===== src/sv/mrtu_pkg.sv =====
// shared types and constants of the modbus rtu frame receiver
package mrtu_pkg;

  // input item codes
  localparam logic [1:0] FUNC_BYTE    = 2'd0;
  localparam logic [1:0] FUNC_TIMEOUT = 2'd1;
  localparam logic [1:0] FUNC_POP     = 2'd2;
  localparam logic [1:0] FUNC_UNUSED  = 2'd3;

  // frame status codes
  localparam logic [2:0] STATUS_NONE       = 3'd0;
  localparam logic [2:0] STATUS_ACCEPTED   = 3'd1;
  localparam logic [2:0] STATUS_BAD_ADDR   = 3'd2;
  localparam logic [2:0] STATUS_BAD_FUNC   = 3'd3;
  localparam logic [2:0] STATUS_BAD_LENGTH = 3'd4;
  localparam logic [2:0] STATUS_QUEUE_FULL = 3'd5;

  // configuration register indexes
  localparam int unsigned CFG_IDX_W = 1;
  localparam logic [CFG_IDX_W-1:0] REG_SLAVE_ADDR        = 1'b0;
  localparam logic [CFG_IDX_W-1:0] REG_ACCEPTED_FUNCTION = 1'b1;

  // register reset values
  localparam logic [7:0] SLAVE_ADDR_RST        = 8'h00;
  localparam logic [7:0] ACCEPTED_FUNCTION_RST = 8'h04;

  // frame geometry
  localparam int unsigned FRAME_LEN   = 8;
  localparam int unsigned POS_W       = 3;
  localparam int unsigned FCOUNT_W    = 4;
  localparam logic [FCOUNT_W-1:0] FCOUNT_FULL = 4'd8;
  localparam logic [FCOUNT_W-1:0] FCOUNT_SAT  = 4'd9;
  localparam logic [FCOUNT_W-1:0] FCOUNT_CRC  = 4'd6;

  // crc-16/modbus, reflected polynomial
  localparam logic [15:0] CRC_SEED = 16'hFFFF;
  localparam logic [15:0] CRC_POLY = 16'hA001;

  // queue entry: eight frame bytes and the crc check flag
  localparam int unsigned ENTRY_W = 65;

  // controller states
  typedef enum logic [1:0] {
    ST_IDLE,
    ST_CRC,
    ST_FINISH
  } ctrl_state_t;

  // datapath operation started on an input transfer
  typedef enum logic [2:0] {
    OP_NONE,
    OP_BYTE,
    OP_TIMEOUT,
    OP_POP,
    OP_IGNORE
  } op_t;

  // commands from controller to datapath
  typedef struct packed {
    op_t  op;
    logic crc_shift;
    logic load_out;
  } mrtu_cmd_t;

  // status from datapath to controller
  typedef struct packed {
    logic crc_needed;
    logic bit_last;
    logic out_free;
  } mrtu_stat_t;

endpackage


===== src/sv/modbus_rtu_frame_receiver_top.sv =====
// Modbus RTU frame receiver: one result per input item. A received byte among the first
// six of a frame passes through the transfer, the one-bit-per-cycle CRC-16/MODBUS update
// over its eight bits and the result load; any other byte, a frame gap timeout and a pop
// go straight to the result load, fed for a pop by the registered command queue RAM read.
// A result sits in an output register, so the next item is taken while it waits; a
// result is loaded only once the previous one has been transferred. Configuration
// writes are taken at any time but are meant for an idle block.
module modbus_rtu_frame_receiver_top #(
  parameter int unsigned QUEUE_DEPTH = 8
) (
  input  logic                               clk,
  input  logic                               rst,
  input  logic                               cfg_we,
  input  logic [mrtu_pkg::CFG_IDX_W-1:0]     cfg_index,
  input  logic [7:0]                         cfg_data,
  input  logic                               in_valid,
  output logic                               in_stall,
  input  logic [1:0]                         func,
  input  logic [7:0]                         rx_byte,
  output logic                               out_valid,
  input  logic                               out_stall,
  output logic                               cmd_valid,
  output logic [7:0]                         cmd_address,
  output logic [7:0]                         cmd_function,
  output logic [31:0]                        cmd_payload,
  output logic [15:0]                        cmd_crc,
  output logic                               crc_ok,
  output logic [3:0]                         pending_count,
  output logic [2:0]                         frame_status
);
  import mrtu_pkg::*;

  mrtu_cmd_t  cmd;
  mrtu_stat_t stat;

  // controller
  mrtu_ctrl u_ctrl (
    .clk      (clk),
    .rst      (rst),
    .in_valid (in_valid),
    .in_stall (in_stall),
    .func     (func),
    .stat     (stat),
    .cmd      (cmd)
  );

  // datapath
  mrtu_datapath #(
    .QUEUE_DEPTH (QUEUE_DEPTH)
  ) u_datapath (
    .clk           (clk),
    .rst           (rst),
    .cmd           (cmd),
    .stat          (stat),
    .cfg_we        (cfg_we),
    .cfg_index     (cfg_index),
    .cfg_data      (cfg_data),
    .rx_byte       (rx_byte),
    .out_valid     (out_valid),
    .out_stall     (out_stall),
    .cmd_valid     (cmd_valid),
    .cmd_address   (cmd_address),
    .cmd_function  (cmd_function),
    .cmd_payload   (cmd_payload),
    .cmd_crc       (cmd_crc),
    .crc_ok        (crc_ok),
    .pending_count (pending_count),
    .frame_status  (frame_status)
  );

endmodule


===== src/sv/mrtu_ram.sv =====
// generic single write port ram with registered read
module mrtu_ram #(
  parameter int unsigned WIDTH = 8,
  parameter int unsigned DEPTH = 8
) (
  input  logic                     clk,
  input  logic                     we,
  input  logic [$clog2(DEPTH)-1:0] waddr,
  input  logic [WIDTH-1:0]         wdata,
  input  logic                     re,
  input  logic [$clog2(DEPTH)-1:0] raddr,
  output logic [WIDTH-1:0]         rdata
);

  logic [WIDTH-1:0] mem [DEPTH];

  // write port
  always_ff @(posedge clk) begin
    if (we) begin
      mem[waddr] <= wdata;
    end
  end

  // registered read, held between reads
  always_ff @(posedge clk) begin
    if (re) begin
      rdata <= mem[raddr];
    end
  end

endmodule


===== src/sv/mrtu_datapath.sv =====
// frame buffer, bit-serial crc, command queue and result register
module mrtu_datapath #(
  parameter int unsigned QUEUE_DEPTH = 8
) (
  input  logic                               clk,
  input  logic                               rst,
  input  mrtu_pkg::mrtu_cmd_t                cmd,
  output mrtu_pkg::mrtu_stat_t               stat,
  input  logic                               cfg_we,
  input  logic [mrtu_pkg::CFG_IDX_W-1:0]     cfg_index,
  input  logic [7:0]                         cfg_data,
  input  logic [7:0]                         rx_byte,
  output logic                               out_valid,
  input  logic                               out_stall,
  output logic                               cmd_valid,
  output logic [7:0]                         cmd_address,
  output logic [7:0]                         cmd_function,
  output logic [31:0]                        cmd_payload,
  output logic [15:0]                        cmd_crc,
  output logic                               crc_ok,
  output logic [3:0]                         pending_count,
  output logic [2:0]                         frame_status
);
  import mrtu_pkg::*;

  localparam int unsigned AW = $clog2(QUEUE_DEPTH);
  localparam int unsigned CW = $clog2(QUEUE_DEPTH + 1);
  localparam logic [AW-1:0] LAST_ADDR = AW'(QUEUE_DEPTH - 1);
  localparam logic [CW-1:0] FULL_COUNT = CW'(QUEUE_DEPTH);

  logic [7:0]          slave_addr;
  logic [7:0]          accepted_function;
  logic [7:0]          frame_bytes [FRAME_LEN];
  logic [POS_W-1:0]    frame_write_pos;
  logic [FCOUNT_W-1:0] frame_byte_count;
  logic [15:0]         running_crc;
  logic [2:0]          bit_cnt;
  logic [AW-1:0]       queue_head;
  logic [AW-1:0]       queue_tail;
  logic [CW-1:0]       queue_count;
  logic                res_valid;
  logic [2:0]          res_status;
  logic [2:0]          timeout_status;
  logic [ENTRY_W-1:0]  entry_wdata;
  logic [ENTRY_W-1:0]  entry_rdata;
  logic                q_write;
  logic                q_read;
  logic [CW+3:0]       count_ext;

  // configuration registers
  always_ff @(posedge clk) begin
    if (rst) begin
      slave_addr        <= SLAVE_ADDR_RST;
      accepted_function <= ACCEPTED_FUNCTION_RST;
    end else if (cfg_we) begin
      case (cfg_index)
        REG_SLAVE_ADDR:        slave_addr        <= cfg_data;
        REG_ACCEPTED_FUNCTION: accepted_function <= cfg_data;
        default: ;
      endcase
    end
  end

  // frame check on timeout: length, address, function, then queue space
  always_comb begin
    if (frame_byte_count != FCOUNT_FULL) begin
      timeout_status = STATUS_BAD_LENGTH;
    end else if (frame_bytes[0] != slave_addr) begin
      timeout_status = STATUS_BAD_ADDR;
    end else if (frame_bytes[1] != accepted_function) begin
      timeout_status = STATUS_BAD_FUNC;
    end else if (queue_count >= FULL_COUNT) begin
      timeout_status = STATUS_QUEUE_FULL;
    end else begin
      timeout_status = STATUS_ACCEPTED;
    end
  end

  // queue entry and ram strobes
  assign entry_wdata = {frame_bytes[0], frame_bytes[1], frame_bytes[2], frame_bytes[3],
                        frame_bytes[4], frame_bytes[5], frame_bytes[6], frame_bytes[7],
                        running_crc == {frame_bytes[7], frame_bytes[6]}};
  assign q_write = (cmd.op == OP_TIMEOUT) && (timeout_status == STATUS_ACCEPTED);
  assign q_read  = (cmd.op == OP_POP) && (queue_count != '0);

  mrtu_ram #(
    .WIDTH (ENTRY_W),
    .DEPTH (QUEUE_DEPTH)
  ) u_queue_ram (
    .clk   (clk),
    .we    (q_write),
    .waddr (queue_head),
    .wdata (entry_wdata),
    .re    (q_read),
    .raddr (queue_tail),
    .rdata (entry_rdata)
  );

  // frame buffer bytes
  always_ff @(posedge clk) begin
    if (cmd.op == OP_BYTE) begin
      frame_bytes[frame_write_pos] <= rx_byte;
    end
  end

  // frame position, count and bit-serial crc
  always_ff @(posedge clk) begin
    if (rst) begin
      frame_write_pos  <= '0;
      frame_byte_count <= '0;
      running_crc      <= CRC_SEED;
      bit_cnt          <= '0;
    end else if (cmd.op == OP_BYTE) begin
      frame_write_pos <= frame_write_pos + 1'b1;
      if (frame_byte_count < FCOUNT_SAT) begin
        frame_byte_count <= frame_byte_count + 1'b1;
      end
      if (frame_byte_count < FCOUNT_CRC) begin
        running_crc <= running_crc ^ {8'h00, rx_byte};
      end
      bit_cnt <= '0;
    end else if (cmd.op == OP_TIMEOUT) begin
      frame_write_pos  <= '0;
      frame_byte_count <= '0;
      running_crc      <= CRC_SEED;
    end else if (cmd.crc_shift) begin
      running_crc <= running_crc[0] ? ((running_crc >> 1) ^ CRC_POLY) : (running_crc >> 1);
      bit_cnt     <= bit_cnt + 1'b1;
    end
  end

  // queue pointers and count
  always_ff @(posedge clk) begin
    if (rst) begin
      queue_head  <= '0;
      queue_tail  <= '0;
      queue_count <= '0;
    end else if (q_write) begin
      queue_head  <= (queue_head == LAST_ADDR) ? '0 : queue_head + 1'b1;
      queue_count <= queue_count + 1'b1;
    end else if (q_read) begin
      queue_tail  <= (queue_tail == LAST_ADDR) ? '0 : queue_tail + 1'b1;
      queue_count <= queue_count - 1'b1;
    end
  end

  // per-item result kind, captured at the input transfer
  always_ff @(posedge clk) begin
    if (rst) begin
      res_valid  <= 1'b0;
      res_status <= STATUS_NONE;
    end else if (cmd.op != OP_NONE) begin
      res_valid  <= q_read;
      res_status <= (cmd.op == OP_TIMEOUT) ? timeout_status : STATUS_NONE;
    end
  end

  // output register
  assign count_ext = (CW + 4)'(queue_count);

  always_ff @(posedge clk) begin
    if (rst) begin
      out_valid <= 1'b0;
    end else if (cmd.load_out) begin
      out_valid <= 1'b1;
    end else if (!out_stall) begin
      out_valid <= 1'b0;
    end
  end

  always_ff @(posedge clk) begin
    if (cmd.load_out) begin
      cmd_valid     <= res_valid;
      cmd_address   <= res_valid ? entry_rdata[64:57] : 8'h00;
      cmd_function  <= res_valid ? entry_rdata[56:49] : 8'h00;
      cmd_payload   <= res_valid ? entry_rdata[48:17] : 32'h0;
      cmd_crc       <= res_valid ? {entry_rdata[8:1], entry_rdata[16:9]} : 16'h0;
      crc_ok        <= res_valid ? entry_rdata[0] : 1'b0;
      pending_count <= count_ext[3:0];
      frame_status  <= res_status;
    end
  end

  // status to controller
  assign stat.crc_needed = frame_byte_count < FCOUNT_CRC;
  assign stat.bit_last   = bit_cnt == 3'd7;
  assign stat.out_free   = !out_valid || !out_stall;

  // checks
  a_count_bound: assert property (@(posedge clk) disable iff (rst)
    queue_count <= FULL_COUNT)
    else $error("queue count above depth");

  a_push_count: assert property (@(posedge clk) disable iff (rst)
    q_write |=> queue_count == $past(queue_count) + 1'b1)
    else $error("accepted frame did not enter queue");

  a_empty_pop: assert property (@(posedge clk) disable iff (rst)
    (cmd.op == OP_POP && queue_count == '0) |=> $stable(queue_tail) && !res_valid)
    else $error("pop on empty queue changed state");

  a_load_valid: assert property (@(posedge clk) disable iff (rst)
    cmd.load_out |-> stat.out_free)
    else $error("result loaded over a waiting result");

endmodule


===== src/sv/mrtu_ctrl.sv =====
// controller state machine of the frame receiver
module mrtu_ctrl (
  input  logic                  clk,
  input  logic                  rst,
  input  logic                  in_valid,
  output logic                  in_stall,
  input  logic [1:0]            func,
  input  mrtu_pkg::mrtu_stat_t  stat,
  output mrtu_pkg::mrtu_cmd_t   cmd
);
  import mrtu_pkg::*;

  ctrl_state_t state;
  ctrl_state_t state_next;

  // state register
  always_ff @(posedge clk) begin
    if (rst) begin
      state <= ST_IDLE;
    end else begin
      state <= state_next;
    end
  end

  // next state
  always_comb begin
    state_next = state;
    case (state)
      ST_IDLE: begin
        if (in_valid) begin
          if (func == FUNC_BYTE && stat.crc_needed) begin
            state_next = ST_CRC;
          end else begin
            state_next = ST_FINISH;
          end
        end
      end
      ST_CRC: begin
        if (stat.bit_last) begin
          state_next = ST_FINISH;
        end
      end
      ST_FINISH: begin
        if (stat.out_free) begin
          state_next = ST_IDLE;
        end
      end
      default: state_next = ST_IDLE;
    endcase
  end

  // outputs
  always_comb begin
    in_stall      = 1'b1;
    cmd.op        = OP_NONE;
    cmd.crc_shift = 1'b0;
    cmd.load_out  = 1'b0;
    case (state)
      ST_IDLE: begin
        in_stall = 1'b0;
        if (in_valid) begin
          case (func)
            FUNC_BYTE:    cmd.op = OP_BYTE;
            FUNC_TIMEOUT: cmd.op = OP_TIMEOUT;
            FUNC_POP:     cmd.op = OP_POP;
            default:      cmd.op = OP_IGNORE;
          endcase
        end
      end
      ST_CRC: begin
        cmd.crc_shift = 1'b1;
      end
      ST_FINISH: begin
        cmd.load_out = stat.out_free;
      end
      default: ;
    endcase
  end

  // checks
  a_crc_len: assert property (@(posedge clk) disable iff (rst)
    (state == ST_CRC && !stat.bit_last) |=> state == ST_CRC)
    else $error("crc loop left early");

  a_op_only_idle: assert property (@(posedge clk) disable iff (rst)
    (cmd.op != OP_NONE) |=> state != ST_IDLE)
    else $error("transfer without work");

endmodule


===== config.mk =====
export PLATFORM = sky130hd
export DESIGN_NAME = modbus_rtu_frame_receiver_top
export DESIGN_NICKNAME = d
export VERILOG_FILES = /design/src/sv/mrtu_pkg.sv /design/src/sv/modbus_rtu_frame_receiver_top.sv /design/src/sv/mrtu_ram.sv /design/src/sv/mrtu_datapath.sv /design/src/sv/mrtu_ctrl.sv
export SDC_FILE = /design/constraint.sdc
export NUM_CORES = 1
export LEC_CHECK = 0
export ABC_AREA = 1
export ABC_CLOCK_PERIOD_IN_PS = 15580
export BUFFER_PORTS_ARGS = -buffer_cell sky130_fd_sc_hd__buf_2
export CAP_MARGIN = 10
export CORE_MARGIN = 3
export CORE_UTILIZATION = 55
export DETAILED_ROUTE_END_ITERATION = 8
export PLACE_DENSITY_LB_ADDON = 0.2
export SYNTH_ARGS = -nofsm -noshare
export SYNTH_HDL_FRONTEND = slang
export SYNTH_SLANG_ARGS = --single-unit

===== constraint.sdc =====
create_clock -name clk -period 15.58 [get_ports clk]
set_input_delay 3.116 -clock clk [delete_from_list [all_inputs] [get_ports clk]]
set_output_delay 3.116 -clock clk [all_outputs]
set_load 0.02 [all_outputs]

Word-level counts from Yosys, hierarchy flattened
Memory sizes are Yosys's and may differ from the RTL's. A register that Yosys moved wholly into a read port is not among the register bits.
Cells that the tools add are included.
{"block": "word_totals", "in_bits": 24, "reg_bits": 132, "ramBits": 584, "memories": 2}
{"block": "classes", "n_mux": 36, "addsub": 7, "n_lt_le_gt_ge": 3, "n_reduce_logical": 21, "bitwise": 5, "n_eq_ne": 21}
{"memory": "u_datapath.u_queue_ram.mem", "words": 8, "width": 65, "rd": 1, "rd_clocked_by_memory_dff": 1, "write_ports": 1, "line_no": "mrtu_ram.sv:15", "text": "logic [WIDTH-1:0] mem [DEPTH];"}
{"memory": "u_datapath.frame_bytes", "words": 8, "width": 8, "rd": 8, "rd_clocked_by_memory_dff": 0, "write_ports": 1, "line_no": "mrtu_datapath.sv:33", "text": "logic [7:0] frame_bytes [FRAME_LEN];"}
{"cell": "two-way mux 16 bit", "n": 5}
{"cell": "two-way mux 3 bit", "n": 11}
{"cell": "two-way mux 4 bit", "n": 5}
{"cell": "== test 16 bit", "n": 1}
{"cell": "!= test 8 bit", "n": 2}
{"cell": "bitwise XOR 16 x 8 -> 16 bit", "n": 1}
{"cell": "adder 3 x 1 -> 3 bit, second input constant", "n": 4}
{"cell": "AND reduction 2 bit", "n": 6}
{"cell": "== test 3 bit, second input constant", "n": 3}
{"cell": "two-way mux 1 bit", "n": 9}
{"cell": "case mux 3 bit (3 select lines)", "n": 1}
{"cell": "adder 4 x 1 -> 4 bit, second input constant", "n": 2}
{"cell": "two-way mux 2 bit", "n": 4}
{"cell": "!= test 2 bit, second input constant", "n": 4}
{"cell": "== test 3 x 1 -> 1 bit, second input constant", "n": 2}
{"cell": "== test 3 x 2 -> 1 bit, second input constant", "n": 2}
{"cell": "case mux 2 bit (3 select lines)", "n": 1}
{"cell": "nonzero test 3 bit", "n": 2}
{"cell": "== test 2 x 1 -> 1 bit, second input constant", "n": 2}
{"cell": "== test 2 bit, second input constant", "n": 2}
{"cell": ">= comparator 4 bit, second input constant", "n": 1}
{"cell": "logical NOT 2 bit", "n": 2}
{"cell": "less-than comparator 4 x 3 -> 1 bit, second input constant", "n": 1}
{"cell": "less-than comparator 4 bit, second input constant", "n": 1}
{"cell": "other kinds (12)", "n": 19}

Logic depth before layout (Yosys ltp)
{"block": "depth", "ltp_word": 9, "mapped_depth": 16, "ltp_nobuf": 16}

Hierarchy
Synthesis repeated with hierarchy kept, for this count alone.
{"block": "hier_totals", "cells_unflattened": 3074, "hier_area_um2": 32494.9}
{"module": "mrtu_ram", "n_inst": 1, "cells_per_inst": 2330, "seq_area_each_um2": 17566.8, "area_each_um2": 24609.9}
{"module": "mrtu_datapath", "n_inst": 1, "cells_per_inst": 708, "seq_area_each_um2": 5255.0, "area_each_um2": 7673.6}
{"module": "mrtu_ctrl", "n_inst": 1, "cells_per_inst": 36, "seq_area_each_um2": 40.0, "area_each_um2": 211.5}

Worst setup path before layout
No wires, ideal clock.
{"block": "synth_path", "kind": "input to register", "start": "input port func[0]", "end": "memory u_datapath.u_queue_ram.mem[1][0] in the netlist's numbering, enable pin", "path_buffers": 0, "path_stages": 10, "t_required_ps": 15092, "arrival_ps": 6971, "path_slack_ps": 8121, "cell_sequence": "inv_1 > ha_1 > nand2_1 > nor2_4 > nand3_4 > nor3_2 > nand2_2 > inv_1 > nand2_1 > nor2_1"}
{"block": "synth_via", "elab_chain_cells": 8, "elab_cells_between_ends": 10, "classes_between": "eq/ne (3); mux (5); reduce/logical (2)"}
{"item": "from (decl)", "line_no": "modbus_rtu_frame_receiver_top.sv:18", "text": "input logic [1:0] func,"}
{"item": "== test 2 bit (tied with other cells)", "line_no": "mrtu_ctrl.sv:62", "text": "case (func)"}
{"item": "case mux 3 bit (3 select lines) *", "line_no": "mrtu_ctrl.sv:62"}
{"item": "two-way mux 3 bit *", "line_no": "mrtu_ctrl.sv:61", "text": "if (in_valid) begin"}
{"item": "two-way mux 3 bit *", "line_no": "mrtu_ctrl.sv:58", "text": "case (state)"}
{"item": "== test 3 x 2 -> 1 bit *", "line_no": "mrtu_datapath.sv:83", "text": "assign q_write = (cmd.op == OP_TIMEOUT) && (timeout_status == STATUS_ACCEPTED);"}
{"item": "logical AND 1 bit *", "line_no": "mrtu_datapath.sv:83"}
{"item": "two-way mux 1 bit *", "line_no": "mrtu_ram.sv:19", "text": "if (we) begin"}
{"item": "two-way mux 1 bit (not written as such) *", "line_no": "mrtu_ram.sv:20", "text": "mem[waddr] <= wdata;"}
{"item": "to (decl)", "line_no": "mrtu_ram.sv:15"}
Mark *: on every way between the ends. The rest lies on a longest branch, timed or not.

Final worst setup path
{"block": "layout_path", "start": "input port func[0]", "end": "memory u_datapath.u_queue_ram.mem[3][21] in the netlist's numbering, enable pin"}
Same word-level chain as after synthesis.

==> run_results.csv <==
group,metric,value,unit
sta,max_freq,174,MHz
global_route,grt_pass1_vias,16850,
floorplanning,core-area,53100,um2
layout,fin_nets,2396,
logic_synthesis,syn_area,29800,um2
cts,cts_resized,0,
global_route,grt_usage,0.220,
floorplanning,dieArea,57000,um2
cts,cts_post_setup_buffers_inserted,0,
layout,stdcell_area,33300,um2
worst_setup_path,cp_cell_sequence,"buf_2 -> inv_1 -> ha_1 -> nand2_1 -> nor2_4 -> nand3_4 -> nor3_2 -> nand2_2 -> inv_1 -> nand2_1 -> nor2_4 -> buf_4",
worst_setup_path,worstSetupPathType,"in2reg",
logic_synthesis,synth.largest_area_cell,"edfxtp_1",
worst_setup_path,path_max_fanout,48,
routing,via_per_inst,5.68,
routing,detail_route.wl_per_cell,20.2,um
layout,synthToLayoutAreaGrowth,11.7,%
worst_setup_path,crit_required,15810,ps
placed_design,placed_area,30900,um2
layout,post-route-util,0.627,
sta,setup_tns,0,ps
layout,fillCellCount,3939,
sta,post-route-period-util,0.370,
floorplanning,fp-row-count,84,
logic_synthesis,ys_warn_count,0,
sta,tightest_slew,1250,ps
layout,multi_input_area,5970,um2
sta,finalSetupViolations,0,
sta,rsz0062_at_grt,"no",
logic_synthesis,synth_top_cell_area_share,0.727,
logic_synthesis,synth_area_leaders,"edfxtp_1, nor2_1, o21ai_0",
logic_synthesis,synth_ff_type,"edfxtp_1",
placed_design,dp_hpwl,33400,um
placed_design,port-buffer-count,98,
cts,clkLatencyLatePin,620,ps
layout,instances_no_fill,3106,
routing,drcViolationCount,0,
logic_synthesis,synth_area_per_cell,13.1,um2
routing,drt_iter0_markers,1861,
status,status,"complete, no violations",
global_route,global_route.overflow_total,0,
layout,regArea,22900,um2
logic_synthesis,synthCells,2276,
logic_synthesis,ys_seq_elements,781,
logic_synthesis,synth_edf_count,722,
cts,cts.sinks,781,
flow_run,maxCapViolCount,0,
routing,ant_nets,0,
placed_design,dp_cells,2965,
worst_setup_path,path_buf_inv,4,
global_route,grt_max_degree,147,
global_route,grt_pass1_wl,96200,um
sta,finalHoldViolCount,0,
power_and_ir_drop,total_leakage_power,11.9,nW
logic_synthesis,synth.most_common_cell,"edfxtp_1",
cts,cts_max_path_buffers,3,
global_route,antenna_found_initial,2,
power_and_ir_drop,peakVddDrop,0.0841,mV
cts,path_clk_slew,60,ps
worst_setup_path,cp.arrival,5990,ps
layout,antenna_cells,0,
logic_synthesis,async_flop_share,0,
worst_setup_path,worst_setup_path_start_kind,"primary input",
sta,drv_slew,0,
cts,numCtsBuffers,78,
logic_synthesis,syn-num-nets,2315,
cts,h-tree-depth,3,
worst_setup_path,critical-path-max-stage-delay,760,ps
power_and_ir_drop,p_per_area,126,nW/um2
cts,cts_tree,"done",
routing,routed_wl,62700,um
floorplanning,start_util,0.562,
logic_synthesis,synthDistinctLibCells,45,
worst_setup_path,cpLargestDelayFamily,"simple AND/OR/NAND/NOR gates",
placed_design,globalplace.congestion,0.781,
floorplanning,die_h,239,um
floorplanning,io_pins,99,
worst_setup_path,end_kind,"register",
cts,holdBufCountCts,0,
routing,drtPass1Iterations,7,
sta,period_needed,5760,ps
floorplanning,die_w,239,um
worst_setup_path,critPathSlowestCell,"buf_4",
sta,clock_skew,19.6,ps
logic_synthesis,synth_commonest_cells,"edfxtp_1, nor2_1, o21ai_0",
cts,cts-root-buf,"clkbuf_16",
layout,drive_gt1_frac,0.110,
sta,slew_headroom,0.168,
routing,via_count,17637,
min_path,hp-class,"reg2reg",
logic_synthesis,yosysSeqAreaShare,0.767,
area by class of cell:
cell class / count / area share
clock buffers: 94 / 0.0607
clock inverters: 47 / 0.0124
inverters: 138 / 0.0158
multi-input cells: 1241 / 0.179
flip-flops and latches: 781 / 0.687
well taps: 688 / 0.0259
repair buffers: 117 / 0.0190
worst register-to-register path: cells and delay by family (launching register included):
family	cells	cell delay [ps]
AND/OR/NAND/NOR	1	70
AO/OA/AOI/OAI	3	810
flip-flops	1	1150
buffers and inverters	2	1660
power breakdown:
group | switching (mW) | total [mW] | internal [mW] | leakage [nW]
combinational | 0.0712 | 0.102 | 0.0305 | 3.69
clock | 0.764 | 1.78 | 1.01 | 1.18
sequential | 0.0138 | 2.30 | 2.29 | 7.01
per-stage QoR:
step | power, mW | worst slack, ps | hold WS [ps]
after detailed placement | 2.45 | 9160 | 416
after global routing | 4.32 | 9580 | 434
after CTS | 4.21 | 9800 | 427
after floorplan | 2.41 | 8120 | 409
after global placement | 2.45 | 9230 | 435
final | 4.18 | 9820 | 439
layout by cell type, fill, tap and decap left out, types with 6 or more instances in the layout:
cell / Yosys / layout
a21oi_1: 37 / 36
a31oi_1: 66 / 66
buf_2: 22 / 98
buf_4: 9 / 19
clkbuf_1: 77 / 15
clkbuf_16: 0 / 78
clkinv_1: 1 / 20
clkinv_2: 0 / 11
dfxtp_1: 59 / 56
edfxtp_1: 722 / 722
ha_1: 14 / 14
inv_1: 131 / 129
inv_2: 5 / 6
nand2_1: 170 / 170
nand3_1: 17 / 17
nor2_1: 499 / 495
nor2_4: 2 / 10
nor3_1: 9 / 9
o21ai_0: 284 / 284
o221ai_1: 12 / 12
o22ai_1: 65 / 65
xnor2_1: 12 / 12
xor2_1: 9 / 9
flip-flops by register name, summed over array words and instances, names as in the netlist, 2 cells and up:
name / flops
u_datapath.queue_count: 4
u_datapath.cmd_function: 8
u_datapath.bit_cnt: 3
u_datapath.frame_byte_count: 4
u_datapath.slave_addr: 8
u_datapath.frame_bytes: 64
u_ctrl.state: 2
u_datapath.queue_tail: 3
u_datapath.cmd_crc: 16
u_datapath.frame_status: 3
u_datapath.frame_write_pos: 3
u_datapath.cmd_address: 8
u_datapath.res_status: 3
u_datapath.queue_head: 3
u_datapath.accepted_function: 8
u_datapath.u_queue_ram.mem: 520
u_datapath.u_queue_ram.rdata: 65
u_datapath.running_crc: 16
u_datapath.pending_count: 4
u_datapath.cmd_payload: 32
worst paths after layout:
path	cells past startpoint	endpoint	slack (ps)	start
max reg2reg	6	u_datapath.u_queue_ram.rdata[32]	11680	u_datapath.queue_tail[0]
min	0	u_datapath.frame_status[1]	440	u_datapath.res_status[1]
max	12	u_datapath.u_queue_ram.mem[3][21]	9820	func[0]
min reg2reg	0	u_datapath.frame_status[1]	440	u_datapath.res_status[1]
logic make-up (layout without fill, tap and decap cells):
kind of cell | after synthesis | after routing | synth area share
and+or+nand+nor | 727 | 727 | 0.0972
adders and majority gates | 15 | 15 | 0.00655
buffers and inverters | 254 | 396 | 0.0346
AOI/OAI and AO/OA | 478 | 478 | 0.0884
DFF | 781 | 781 | 0.767
xor gates and xnor gates | 21 | 21 | 0.00617
per-layer routing:
metal  wire, um  global-route usage  vias up
li1           -                   -     8273
met1      26800               0.317     8564
met2      29500               0.349      717
met3       5160              0.0403       83
met4       1210              0.0649        0
met5          0                   0        -
Power figures use the tool's default switching activity.
